[src/hdl/obd_seg_pkg.sv]
// shared types and constants for the multi-pid response segmenter
// no dependencies
package obd_seg_pkg;

  localparam logic [7:0] RESPONSE_MODE_RESET = 8'h41;
  localparam int unsigned LEN_W = 3;

  typedef struct packed {
    logic [7:0] rx_byte;
    logic [7:0] frame_len;
    logic       frame_first;
  } seg_item_t;

  typedef struct packed {
    logic [7:0]       seg_id;
    logic [7:0]       seg_data;
    logic [LEN_W-1:0] seg_offset;
    logic [LEN_W-1:0] seg_length;
    logic             seg_last;
  } seg_result_t;

endpackage

[src/hdl/obd_seg_pid_lut.sv]
// fixed pid to data length table, zero for an unknown pid
// depends on obd_seg_pkg
module obd_seg_pid_lut (
  input  logic [7:0]                   pid,
  output logic [obd_seg_pkg::LEN_W-1:0] len
);

  always_comb begin
    unique case (pid)
      8'h04, 8'h06, 8'h07, 8'h0B, 8'h0D, 8'h0E, 8'h11, 8'h2E,
      8'h30, 8'h33, 8'h47, 8'h49, 8'h4A, 8'h51, 8'h55, 8'h56: len = 3'd1;
      8'h0C, 8'h15, 8'h1F, 8'h21, 8'h31, 8'h3C, 8'h42, 8'h43,
      8'h44: len = 3'd2;
      8'h67: len = 3'd3;
      8'h24: len = 3'd4;
      8'h66: len = 3'd5;
      8'h68: len = 3'd7;
      default: len = 3'd0;
    endcase
  end

endmodule

[src/hdl/obd_seg_parser.sv]
// input register, frame parse state and mode register
// depends on obd_seg_pkg and obd_seg_pid_lut
module obd_seg_parser (
  input  logic                     clk,
  input  logic                     rst,
  input  logic                     cfg_wr_en,
  input  logic [7:0]               cfg_wr_data,
  input  logic                     in_valid,
  output logic                     in_stall,
  input  obd_seg_pkg::seg_item_t   in_item,
  input  logic                     res_ready,
  output logic                     res_valid,
  output obd_seg_pkg::seg_result_t res
);

  logic                   item_valid;
  obd_seg_pkg::seg_item_t item;
  logic                   fire;

  logic [7:0] response_mode;
  logic [7:0] byte_pos, byte_pos_next;
  logic [7:0] held_frame_len, held_frame_len_next;
  logic [7:0] current_id, current_id_next;
  logic [2:0] bytes_left, bytes_left_next;
  logic [2:0] seg_pos, seg_pos_next;
  logic [2:0] seg_len_held, seg_len_held_next;
  logic       halted, halted_next;

  logic [2:0] lut_len;
  logic [9:0] seg_end;

  obd_seg_pid_lut u_lut (
    .pid (item.rx_byte),
    .len (lut_len)
  );

  assign fire     = item_valid && res_ready;
  assign in_stall = item_valid && !res_ready;
  assign seg_end  = {2'b00, byte_pos} + 10'd1 + {7'd0, lut_len};

  always_ff @(posedge clk) begin
    if (rst) begin
      item_valid <= 1'b0;
    end else if (in_valid && !in_stall) begin
      item_valid <= 1'b1;
    end else if (res_ready) begin
      item_valid <= 1'b0;
    end
  end

  always_ff @(posedge clk) begin
    if (in_valid && !in_stall) begin
      item <= in_item;
    end
  end

  always_ff @(posedge clk) begin
    if (rst) begin
      response_mode <= obd_seg_pkg::RESPONSE_MODE_RESET;
    end else if (cfg_wr_en) begin
      response_mode <= cfg_wr_data;
    end
  end

  always_comb begin
    byte_pos_next       = byte_pos;
    held_frame_len_next = held_frame_len;
    current_id_next     = current_id;
    bytes_left_next     = bytes_left;
    seg_pos_next        = seg_pos;
    seg_len_held_next   = seg_len_held;
    halted_next         = halted;
    res_valid           = 1'b0;
    res.seg_id          = current_id;
    res.seg_data        = item.rx_byte;
    res.seg_offset      = seg_pos;
    res.seg_length      = seg_len_held;
    res.seg_last        = (bytes_left == 3'd1);
    if (fire) begin
      priority if (item.frame_first) begin
        held_frame_len_next = item.frame_len;
        byte_pos_next       = 8'd1;
        bytes_left_next     = 3'd0;
        seg_pos_next        = 3'd0;
        halted_next         = (item.frame_len == 8'd0) || (item.rx_byte != response_mode);
      end else if (halted) begin
        halted_next = 1'b1;
      end else if (byte_pos >= held_frame_len) begin
        halted_next = 1'b1;
      end else if (bytes_left == 3'd0) begin
        if (lut_len == 3'd0 || seg_end > {2'b00, held_frame_len}) begin
          halted_next = 1'b1;
        end else begin
          current_id_next   = item.rx_byte;
          seg_len_held_next = lut_len;
          bytes_left_next   = lut_len;
          seg_pos_next      = 3'd0;
          byte_pos_next     = byte_pos + 8'd1;
        end
      end else begin
        res_valid       = 1'b1;
        seg_pos_next    = seg_pos + 3'd1;
        bytes_left_next = bytes_left - 3'd1;
        byte_pos_next   = byte_pos + 8'd1;
      end
    end
  end

  always_ff @(posedge clk) begin
    if (rst) begin
      byte_pos       <= '0;
      held_frame_len <= '0;
      current_id     <= '0;
      bytes_left     <= '0;
      seg_pos        <= '0;
      seg_len_held   <= '0;
      halted         <= 1'b1;
    end else begin
      byte_pos       <= byte_pos_next;
      held_frame_len <= held_frame_len_next;
      current_id     <= current_id_next;
      bytes_left     <= bytes_left_next;
      seg_pos        <= seg_pos_next;
      seg_len_held   <= seg_len_held_next;
      halted         <= halted_next;
    end
  end

endmodule

[src/hdl/obd_seg_out_reg.sv]
// result register toward the receiver, loads whenever empty or being taken
// depends on obd_seg_pkg
module obd_seg_out_reg (
  input  logic                     clk,
  input  logic                     rst,
  input  logic                     res_valid,
  input  obd_seg_pkg::seg_result_t res,
  output logic                     res_ready,
  output logic                     out_valid,
  input  logic                     out_stall,
  output obd_seg_pkg::seg_result_t out_res
);

  assign res_ready = !out_valid || !out_stall;

  always_ff @(posedge clk) begin
    if (rst) begin
      out_valid <= 1'b0;
    end else if (res_ready) begin
      out_valid <= res_valid;
    end
  end

  always_ff @(posedge clk) begin
    if (res_ready && res_valid) begin
      out_res <= res;
    end
  end

endmodule

[src/hdl/obd_multi_pid_segmenter_unit.sv]
// top level of the multi-pid response segmenter
// depends on obd_seg_pkg, obd_seg_parser, obd_seg_out_reg
//
// input channel: one frame byte per transaction (rx_byte, frame_len,
// frame_first), handshake in_valid / in_stall
// output channel: one transaction per data byte of a known pid segment
// (seg_id, seg_data, seg_offset, seg_length, seg_last), out_valid / out_stall
// header and pid bytes, unknown pids and truncated segments give nothing
// cfg_wr_en / cfg_wr_data write the expected response mode byte
// a byte taken is held in the input register and its result is then loaded into
// the result register, which drives the outputs
// throughput: one byte per cycle while the receiver does not stall, set by the
// single stage of pid table lookup and frame length compare between input and result registers
// a stalled receiver holds the result register; one more byte is taken
// into the input register, then in_stall rises until the result is taken
// reset: mode byte back to 0x41, both registers empty, parse waits for
// a frame_first byte
module obd_multi_pid_segmenter_unit (
  input  logic       clk,
  input  logic       rst,
  input  logic       cfg_wr_en,
  input  logic [7:0] cfg_wr_data,
  input  logic       in_valid,
  output logic       in_stall,
  input  logic [7:0] rx_byte,
  input  logic [7:0] frame_len,
  input  logic       frame_first,
  output logic       out_valid,
  input  logic       out_stall,
  output logic [7:0] seg_id,
  output logic [7:0] seg_data,
  output logic [2:0] seg_offset,
  output logic [2:0] seg_length,
  output logic       seg_last
);

  obd_seg_pkg::seg_item_t   in_item;
  obd_seg_pkg::seg_result_t res;
  obd_seg_pkg::seg_result_t out_res;
  logic                     res_valid;
  logic                     res_ready;

  assign in_item.rx_byte     = rx_byte;
  assign in_item.frame_len   = frame_len;
  assign in_item.frame_first = frame_first;

  obd_seg_parser u_parser (
    .clk         (clk),
    .rst         (rst),
    .cfg_wr_en   (cfg_wr_en),
    .cfg_wr_data (cfg_wr_data),
    .in_valid    (in_valid),
    .in_stall    (in_stall),
    .in_item     (in_item),
    .res_ready   (res_ready),
    .res_valid   (res_valid),
    .res         (res)
  );

  obd_seg_out_reg u_out (
    .clk       (clk),
    .rst       (rst),
    .res_valid (res_valid),
    .res       (res),
    .res_ready (res_ready),
    .out_valid (out_valid),
    .out_stall (out_stall),
    .out_res   (out_res)
  );

  assign seg_id     = out_res.seg_id;
  assign seg_data   = out_res.seg_data;
  assign seg_offset = out_res.seg_offset;
  assign seg_length = out_res.seg_length;
  assign seg_last   = out_res.seg_last;

  a_reset_empty: assert property (@(posedge clk) rst |=> !out_valid)
    else $error("result register not empty after reset");

  a_len_nonzero: assert property (@(posedge clk) disable iff (rst)
    out_valid |-> seg_length != 3'd0)
    else $error("result with zero segment length");

  a_last_offset: assert property (@(posedge clk) disable iff (rst)
    out_valid |-> (seg_last == (({1'b0, seg_offset} + 4'd1) == {1'b0, seg_length})))
    else $error("last flag does not match offset and length");

  a_offset_range: assert property (@(posedge clk) disable iff (rst)
    out_valid |-> seg_offset < seg_length)
    else $error("segment offset beyond segment length");

endmodule

[config.mk]
export PLATFORM = sky130hd
export DESIGN_NAME = obd_multi_pid_segmenter_unit
export DESIGN_NICKNAME = d
export VERILOG_FILES = /design/src/hdl/obd_seg_pkg.sv /design/src/hdl/obd_seg_pid_lut.sv /design/src/hdl/obd_seg_parser.sv /design/src/hdl/obd_seg_out_reg.sv /design/src/hdl/obd_multi_pid_segmenter_unit.sv
export SDC_FILE = /design/constraint.sdc
export NUM_CORES = 1
export LEC_CHECK = 0
export BUFFER_PORTS_ARGS = -buffer_cell sky130_fd_sc_hd__buf_2
export CORE_MARGIN = 2
export CORE_UTILIZATION = 63
export CTS_CLUSTER_DIAMETER = 30
export DETAILED_ROUTE_END_ITERATION = 8
export MAX_ROUTING_LAYER = met4
export PLACE_DENSITY_LB_ADDON = 0.3
export SETUP_SLACK_MARGIN = 0.1
export SYNTH_ARGS = -nofsm -noshare
export SYNTH_HDL_FRONTEND = slang
export SYNTH_SLANG_ARGS = --single-unit
[constraint.sdc]
create_clock -name clk -period 7.03 [get_ports clk]
set_clock_uncertainty 0.15 [all_clocks]
set_input_delay 0.703 -clock clk [delete_from_list [all_inputs] [get_ports clk]]
set_output_delay 0.703 -clock clk [all_outputs]
set_load 0.05 [all_outputs]
==> results of run 1 <==
-- critical path, stage by stage, from the launching register on --
cell and delay, ps:
sky130_fd_sc_hd__edfxtp_1 480, sky130_fd_sc_hd__nor2b_1 360, sky130_fd_sc_hd__inv_1 120, sky130_fd_sc_hd__fa_1 480
sky130_fd_sc_hd__nor2b_1 180, sky130_fd_sc_hd__o21ai_0 120, sky130_fd_sc_hd__a21oi_2 370, sky130_fd_sc_hd__xnor2_1 150
sky130_fd_sc_hd__ha_1 300, sky130_fd_sc_hd__o21a_1 190, sky130_fd_sc_hd__o22ai_1 160, sky130_fd_sc_hd__a311oi_2 120
sky130_fd_sc_hd__a2111oi_4 650, sky130_fd_sc_hd__o21ai_2 260, sky130_fd_sc_hd__o31ai_2 270
-- registers in the layout (all words and copies together) (netlist names), named ones only --
register and flops:
u_parser.response_mode 8, u_parser.item 9, u_parser.byte_pos 8, u_parser.current_id 8, u_parser.res 8, u_parser.halted 1
u_out.out_res 23, u_out.out_valid 1, u_parser.bytes_left 3, u_parser.item_valid 1, u_parser.held_frame_len 8, u_parser.seg_len_held 3
u_parser.seg_pos 3
-- routing by layer --
metal | vias up | part of all wire | track usage
met5 | - | 0 | -
met4 | 0 | 0.021 | 0.1026
met3 | 25 | 0.076 | 0.05426
met2 | 186 | 0.48 | 0.4241
met1 | 1801 | 0.42 | 0.3574
li1 | 1804 | - | -
-- report_power, final --
group | total (W) | switching, W | internal, W
Sequential | 0.000561 | 0.0000167 | 0.000544
Clock | 0.000343 | 0.000204 | 0.000139
Combinational | 0.000132 | 0.0000807 | 0.0000515
Total | 0.00104 | 0.000301 | 0.000735
-- final cells by class --
| type | count | area, um^2 | area share |
|---|---|---|---|
| multi-input cells | 323 | 2311 | 0.4472 |
| flip-flops and latches | 87 | 2142 | 0.4145 |
| clock buffers | 9 | 123.9 | 0.02397 |
| clock inverters | 7 | 72.57 | 0.01404 |
| inverters | 33 | 123.9 | 0.02397 |
| repair buffers | 54 | 270.3 | 0.05230 |
| well taps | 99 | 123.9 | 0.02397 |
-- metrics by stage --
step	utilization	area, um^2	power, W	hold WS (ps)
after global placement	0.6854	4971	0.0006977	255.0
after global routing	0.7124	5167	0.001071	296.8
final	0.7124	5167	0.001036	283.1
after floorplan	-	4715	0.0006629	251.9
after detailed placement	0.6854	4971	0.0007004	261.4
after CTS	0.7124	5167	0.001035	285.1
-- cells by family (layout without fill, tap and decap cells) --
kind of cell	count (synthesis)	count (layout)
flip-flops	87	87
buffers and inverters	54	103
AO/OA/AOI/OAI	125	125
XOR/XNOR	19	19
adder cells (fa/ha/maj)	30	30
multiplexers	17	17
AND/OR/NAND/NOR	132	132
-- path summary, 6_finish.rpt --
kind / from / end / slack (ps) / cells past startpoint
hold reg to reg: u_parser.current_id[4] / u_out.out_res[19] / 280 / 0
setup / recovery: u_parser.res[14] / u_parser.bytes_left[2] / 2590 / 14
setup reg to reg: u_parser.res[14] / u_parser.bytes_left[2] / 2590 / 14
hold / removal: u_parser.current_id[4] / u_out.out_res[19] / 280 / 0
-- cells in the mapped netlist (3+ instances only) --
cell and instances:
sky130_fd_sc_hd__nor4_1 3, sky130_fd_sc_hd__nand2_1 38, sky130_fd_sc_hd__o22ai_1 6, sky130_fd_sc_hd__xor2_1 5
sky130_fd_sc_hd__edfxtp_1 40, sky130_fd_sc_hd__clkbuf_8 3, sky130_fd_sc_hd__a21oi_1 32, sky130_fd_sc_hd__o211a_1 3
sky130_fd_sc_hd__and3_1 4, sky130_fd_sc_hd__nand4b_1 3, sky130_fd_sc_hd__ha_1 29, sky130_fd_sc_hd__nor2b_1 7
sky130_fd_sc_hd__a21boi_0 3, sky130_fd_sc_hd__o211ai_1 9, sky130_fd_sc_hd__buf_6 3, sky130_fd_sc_hd__dfxtp_1 47
sky130_fd_sc_hd__clkbuf_1 12, sky130_fd_sc_hd__and2_1 3, sky130_fd_sc_hd__mux2i_1 12, sky130_fd_sc_hd__xnor2_1 14
sky130_fd_sc_hd__mux2_2 5, sky130_fd_sc_hd__nor2_1 16, sky130_fd_sc_hd__o221ai_1 5, sky130_fd_sc_hd__nand4_1 7
sky130_fd_sc_hd__inv_1 33, sky130_fd_sc_hd__nand2b_1 5, sky130_fd_sc_hd__nand3_1 35, sky130_fd_sc_hd__a21o_1 3
sky130_fd_sc_hd__a211oi_1 7, sky130_fd_sc_hd__o21ai_0 22
==> impl_table.tex, run 1 <==
\begin{tabular}{lr}
\hline
Metric & Value \\
\hline
\multicolumn{2}{l}{\textbf{Run status}} \\
\quad Run status & finished clean \\
\multicolumn{2}{l}{\textbf{Floorplanning}} \\
\quad Overall die area & a little over 0.008 mm\^{}2 \\
\quad Vertical die dimension & roughly 90 um \\
\quad Count of standard-cell rows & 31 \\
\quad Initial Util & 0.6500 \\
\quad Area of the core & slightly above 0.007 mm\^{}2 \\
\quad I/O pin cnt & 55 \\
\quad Die extent in x & between 90 and 100 um \\
\multicolumn{2}{l}{\textbf{Worst setup path}} \\
\quad Critical path fanouts, max & 9 \\
\quad Arrival time of the worst setup path & 4580 ps \\
\quad Endpoint class of the critical path & flop \\
\quad Class of the most critical setup path & reg2reg \\
\quad Startpoint types & flop \\
\quad Required time reported for the critical path endpoint & 7170 ps \\
\multicolumn{2}{l}{\textbf{Route}} \\
\quad Residual DRC count & 0 \\
\quad Total vias in the final route & 3,816 \\
\quad Wire length per cell after detailed routing & around 17 um \\
\quad Final wirelength & $\sim$11 mm \\
\quad Number of nets with antenna violations after routing & 0 \\
\quad DR vias/cell & 6.235 \\
\quad DR pass1 iterations & 5 \\
\quad Iter 0 DRT Violations & about 270 \\
\multicolumn{2}{l}{\textbf{Synthesis}} \\
\quad Cell taking the most area after synthesis & sky130\_fd\_sc\_hd\_\_edfxtp\_1 \\
\quad Share of the synthesized area in the top cell type & 0.2548 \\
\quad Post-synth top flop & sky130\_fd\_sc\_hd\_\_dfxtp\_1 \\
\quad Share of the synthesized netlist area taken by xor and xnor gates & 0.03530 \\
\quad Number of distinct library cell variants in the gate-level netlist after synthesis & 67 \\
\quad Multiplexer share of the synthesized area & 0.03742 \\
\quad Synthesized-area fraction occupied by adder cells & 0.08121 \\
\quad Biggest area contributors in the synthesized netlist & sky130\_fd\_sc\_hd\_\_edfxtp\_1, sky130\_fd\_sc\_hd\_\_dfxtp\_1, sky130\_fd\_sc\_hd\_\_ha\_1 \\
\quad Count of yosys warnings during synthesis & 0 \\
\quad Simple-gate area share of the yosys netlist & 0.1409 \\
\quad Post-synth EDFFs & 40 \\
\quad Main combinational cell family by area after synthesis & compound AO/OA/AOI/OAI gates \\
\quad Share of the synthesized area in compound gates (AO/OA/AOI/OAI) & 0.1953 \\
\quad Post-synthesis sequential element count & just under 90 \\
\quad Async S/R FF share, synth & 0 \\
\quad Avg Inst Size Synth & roughly 10 um\^{}2 \\
\quad Post-Synthesis Cell Area & roughly 0.0047 mm\^{}2 \\
\quad Sequential-to-total area share from yosys stat & 0.4544 \\
\quad Post-synthesis instance total & $\sim$460 \\
\quad Synthesized net count & approximately 520 \\
\multicolumn{2}{l}{\textbf{Final layout}} \\
\quad Count of non-filler cells in the finished layout & 612 \\
\quad Most frequent cells in the layout & sky130\_fd\_sc\_hd\_\_buf\_2, sky130\_fd\_sc\_hd\_\_dfxtp\_1, sky130\_fd\_sc\_hd\_\_edfxtp\_1 \\
\quad Fraction of final layout cells with drive strength greater than 1 & 0.1793 \\
\quad Area added between synthesis and finish & 9.607\% \\
\quad Inserted Diodes & 0 \\
\quad Commonest non-fill, non-tap cell in the layout & sky130\_fd\_sc\_hd\_\_buf\_2 \\
\quad Final Net Count & between 500 and 600 \\
\quad Filler instances & 554 \\
\multicolumn{2}{l}{\textbf{Timing}} \\
\quad Minimum clock period & about 4400 ps \\
\quad Max Transition Viols Final & 0 \\
\quad Slew margin rel. & 0.2847 \\
\quad Unrepaired setup endpoints after global routing & no \\
\quad Post-layout worst setup margin & 2586 ps \\
\quad Timing-limited maximum frequency & 0.2250 GHz \\
\quad Slew at the pin closest to its max-slew limit & approximately 1100 ps \\
\quad Setup violation total in the final timing report & 0 \\
\quad Total negative setup slack & 0 ps \\
\quad Number of hold violations in the final report & 0 \\
\quad Period utilisation layout & 0.6321 \\
\multicolumn{2}{l}{\textbf{Clock network}} \\
\quad Clock-pin transition on the worst setup and hold timing paths & roughly 100 ps \\
\quad Cts-stage hold buffer count & 0 \\
\quad Number of buffers created by CTS & 9 \\
\quad CTS sink cnt & between 80 and 90 \\
\quad Post CTS Setup Buffer Count & 0 \\
\quad Longest Clk Path Bufs & 2 \\
\quad Post-CTS sizing & 0 \\
\quad Number of H-tree levels & 3 \\
\quad Worst-Skew Late Latency & between 300 and 400 ps \\
\quad Clock tree from TritonCTS & done \\
\quad CTS Root Buffer Type & sky130\_fd\_sc\_hd\_\_clkbuf\_8 \\
\multicolumn{2}{l}{\textbf{Placed design}} \\
\quad GP Congestion & a little under 1 \\
\quad Hpwl dp & 7.643 mm \\
\quad DP Worst Slack & between 2000 and 3000 ps \\
\quad Total of buffers placed on input and output ports & 54 \\
\quad Placed cell count & $\sim$600 \\
\multicolumn{2}{l}{\textbf{Global routing}} \\
\quad Antenna violations before repair & 0 \\
\quad Wire length of the first global-routing pass & roughly 17 mm \\
\quad GRT Util Overall & 0.2734 \\
\quad Number of global-route vias before repair & $\sim$3.6k \\
\quad Largest net degree at the start of global routing & 36 \\
\quad Grt total ovfl & 0 \\
\multicolumn{2}{l}{\textbf{Power}} \\
\quad Power per cell area & approximately 200 mW/mm\^{}2 \\
\quad Lkg Pwr & approximately 1.9 nW \\
\quad Largest vdd supply drop & about 150 uV \\
\multicolumn{2}{l}{\textbf{Flow run}} \\
\quad Count of maximum capacitance violations & 0 \\
\multicolumn{2}{l}{\textbf{Hold path}} \\
\quad Class of the most critical hold timing path & reg2reg \\
\hline
\end{tabular}
Note: power is estimated with default switching activity, not from simulation.
==> run 2, diff against run 1 <==
Settings changed: CORE_UTILIZATION 63 to 59.
Clock period 7.03 ns to 4.17 ns, I/O delays scaled along.
==> run 2 against run 1 <==
Effect of this change: die area is 6.5% higher; power up 86%; cell area grew 4.0%; combinational power rose by 90%; final cell count rose by 2.8%; largest cell class unchanged.
==> impl_table.tex, run 2 (synthesis gave the netlist of run 1 again) <==
\begin{tabular}{lr}
\hline
Metric & Value \\
\hline
\multicolumn{2}{l}{\textbf{Worst setup path}} \\
\quad Arrival time of the worst setup path & roughly 4100 ps \\
\quad Class of the most critical setup path & reg2reg \\
\quad Reg2reg path depth & 16 \\
\quad Critical path fanouts, max & 8 \\
\quad Endpoint class of the critical path & flop \\
\quad Required time reported for the critical path endpoint & $\sim$4300 ps \\
\quad Startpoint types & flop \\
\multicolumn{2}{l}{\textbf{Final layout}} \\
\quad Final Net Count & 582 \\
\quad Largest regs & u\_out.out\_res: 23 flops, u\_parser.item: 9 flops \\
\quad Most frequent cells in the layout & sky130\_fd\_sc\_hd\_\_buf\_2, sky130\_fd\_sc\_hd\_\_dfxtp\_1, sky130\_fd\_sc\_hd\_\_edfxtp\_1 \\
\quad Utilization after layout & 0.6958 \\
\quad Count of non-filler cells in the finished layout & around 630 \\
\quad Commonest non-fill, non-tap cell in the layout & sky130\_fd\_sc\_hd\_\_buf\_2 \\
\quad Flip-flop count of the largest register after layout & 23 \\
\quad Most flops, register & u\_out.out\_res \\
\quad Area added between synthesis and finish & 14.04\% \\
\quad Fraction of final layout cells with drive strength greater than 1 & 0.2163 \\
\quad Filler instances & roughly 560 \\
\quad Inserted Diodes & 0 \\
\multicolumn{2}{l}{\textbf{Placed design}} \\
\quad GP Congestion & 0.9253 \\
\quad Hpwl dp & slightly below 8 mm \\
\quad Total of buffers placed on input and output ports & 54 \\
\quad Placed cell count & a little over 600 \\
\multicolumn{2}{l}{\textbf{Power}} \\
\quad Overall power consumption & between 0.0015 and 0.002 W \\
\quad Largest vdd supply drop & 267.6 uV \\
\quad Lkg Pwr & $\sim$2 nW \\
\quad Power per cell area & 359.0 mW/mm\^{}2 \\
\multicolumn{2}{l}{\textbf{Timing}} \\
\quad Slew margin rel. & 0.4719 \\
\quad Setup violation total in the final timing report & 0 \\
\quad Minimum clock period & roughly 4000 ps \\
\quad Number of hold violations in the final report & 0 \\
\quad Timing-limited maximum frequency & 0.2515 GHz \\
\quad Period utilisation layout & 0.9534 \\
\quad Total negative setup slack & 0 ps \\
\quad Slew at the pin closest to its max-slew limit & around 800 ps \\
\quad Max Transition Viols Final & 0 \\
\quad Fin Hold WS & 77.95 ps \\
\multicolumn{2}{l}{\textbf{Global routing}} \\
\quad Largest net degree at the start of global routing & 36 \\
\quad Number of global-route vias before repair & 3,494 \\
\quad Antenna violations before repair & 0 \\
\quad Wire length of the first global-routing pass & about 17 mm \\
\quad Grt total ovfl & 0 \\
\quad GRT Util Overall & 0.2593 \\
\multicolumn{2}{l}{\textbf{Clock network}} \\
\quad Cts-stage hold buffer count & 0 \\
\quad Longest Clk Path Bufs & 2 \\
\quad Clock-pin transition on the worst setup and hold timing paths & 90 ps \\
\quad Number of H-tree levels & 3 \\
\quad CTS Root Buffer Type & sky130\_fd\_sc\_hd\_\_clkbuf\_8 \\
\quad Clock tree from TritonCTS & done \\
\quad CTS sink cnt & 87 \\
\quad Number of buffers created by CTS & 9 \\
\quad Worst-Skew Late Latency & 360 ps \\
\multicolumn{2}{l}{\textbf{Floorplanning}} \\
\quad Die extent in x & $\sim$93 um \\
\quad Count of standard-cell rows & 32 \\
\quad Initial Util & 0.6101 \\
\quad Area of the core & $\sim$0.0077 mm\^{}2 \\
\quad Vertical die dimension & roughly 93 um \\
\quad Overall die area & approximately 0.0087 mm\^{}2 \\
\quad I/O pin cnt & 55 \\
\multicolumn{2}{l}{\textbf{Route}} \\
\quad Final wirelength & between 10 and 15 mm \\
\quad Total vias in the final route & approximately 3.8k \\
\quad DR vias/cell & just over 6 \\
\quad Wire length per cell after detailed routing & 17.52 um \\
\quad Residual DRC count & 0 \\
\quad DR pass1 iterations & 5 \\
\quad Number of nets with antenna violations after routing & 0 \\
\quad Iter 0 DRT Violations & 242 \\
\multicolumn{2}{l}{\textbf{Flow run}} \\
\quad Count of maximum capacitance violations & 0 \\
\multicolumn{2}{l}{\textbf{Run status}} \\
\quad Run status & finished clean \\
\multicolumn{2}{l}{\textbf{Hold path}} \\
\quad Cell count of the worst hold path & 1 \\
\quad Class of the most critical hold timing path & in2reg \\
\hline
\end{tabular}
==> run 2: cell types whose count changed in the layout (fill, tap and decap cells not counted), moves of 2 or more <==
cell                        before  now
sky130_fd_sc_hd__buf_4           0   13
sky130_fd_sc_hd__nor2b_2         0    3
sky130_fd_sc_hd__dfxtp_1        47   45
sky130_fd_sc_hd__inv_8           2    0
sky130_fd_sc_hd__nor2b_1         7    4
sky130_fd_sc_hd__o21ai_1         2    4
sky130_fd_sc_hd__o21ai_0        22   20
sky130_fd_sc_hd__inv_6           2    4
sky130_fd_sc_hd__bufinv_16       0    3
==> run 2: worst max-delay path: stages, from the launching register on <==
cell and delay (ps):
sky130_fd_sc_hd__edfxtp_1 470, sky130_fd_sc_hd__nor2b_2 170, sky130_fd_sc_hd__ha_1 170, sky130_fd_sc_hd__inv_1 50, sky130_fd_sc_hd__fa_1 410, sky130_fd_sc_hd__nor2b_2 170, sky130_fd_sc_hd__o21ai_0 100, sky130_fd_sc_hd__xor2_1 180
sky130_fd_sc_hd__a21oi_2 80, sky130_fd_sc_hd__xnor2_1 160, sky130_fd_sc_hd__ha_1 330, sky130_fd_sc_hd__o21ai_0 80, sky130_fd_sc_hd__and2_2 210, sky130_fd_sc_hd__a311oi_4 340, sky130_fd_sc_hd__a211oi_2 80, sky130_fd_sc_hd__o41a_1 530
sky130_fd_sc_hd__o211ai_1 220
==> run 2: through the flow <==
stage | setup slack [ps] | cell area, um^2
CTS | 130.0 | 5325
finish | 194.2 | 5376
floorplan | 350.6 | 4715
detailed placement | 36.78 | 5065
global route | -1.191 | 5376
global placement | 226.7 | 5065
==> run 2: per-layer routing <==
| layer | global-route usage | wire length, um |
|---|---|---|
| met1 | 0.3326 | 4768 |
| met2 | 0.4227 | 5411 |
| met3 | 0.04190 | 611 |
| met4 | 0.08456 | 231 |
| met5 | - | 0 |
==> run 2: what timing repair did <==
item	4_1_cts	5_1_grt
setup buffers	0	1
endpoints found under the setup margin	11	25
pin swaps	1	7
gates resized for setup	2	11
gates cloned	0	1
endpoints found under the hold margin	0	0
==> run 2: area by class of cell <==
class                           count  area [um^2]  area share
Sequential cell                    87         2147      0.3993
Inverter                           33        123.9     0.02304
Multi-Input combinational cell    324         2361      0.4391
Tap cell                          102        127.6     0.02374
Clock buffer                        9        123.9     0.02304
Clock inverter                      7        125.1     0.02327
Timing Repair Buffer               67        367.9     0.06842
==> run 2: path summary, 6_finish.rpt <==
path	from	to	slack (ps)
hold reg to reg	u_parser.seg_len_held[0]	u_out.out_res[1]	290
setup reg to reg	u_parser.res[14]	u_parser.byte_pos[7]	190
hold / removal	frame_len[6]	u_parser.item[7]	80
setup / recovery	u_parser.res[14]	u_parser.byte_pos[7]	190
==> run 2: power breakdown <==
group	internal, W	switching [W]	leakage, nW
Clock	0.000407	0.000327	0.125
Combinational	0.000105	0.000146	1.17
Sequential	0.000917	0.0000282	0.726
Total	0.00143	0.000502	2.02
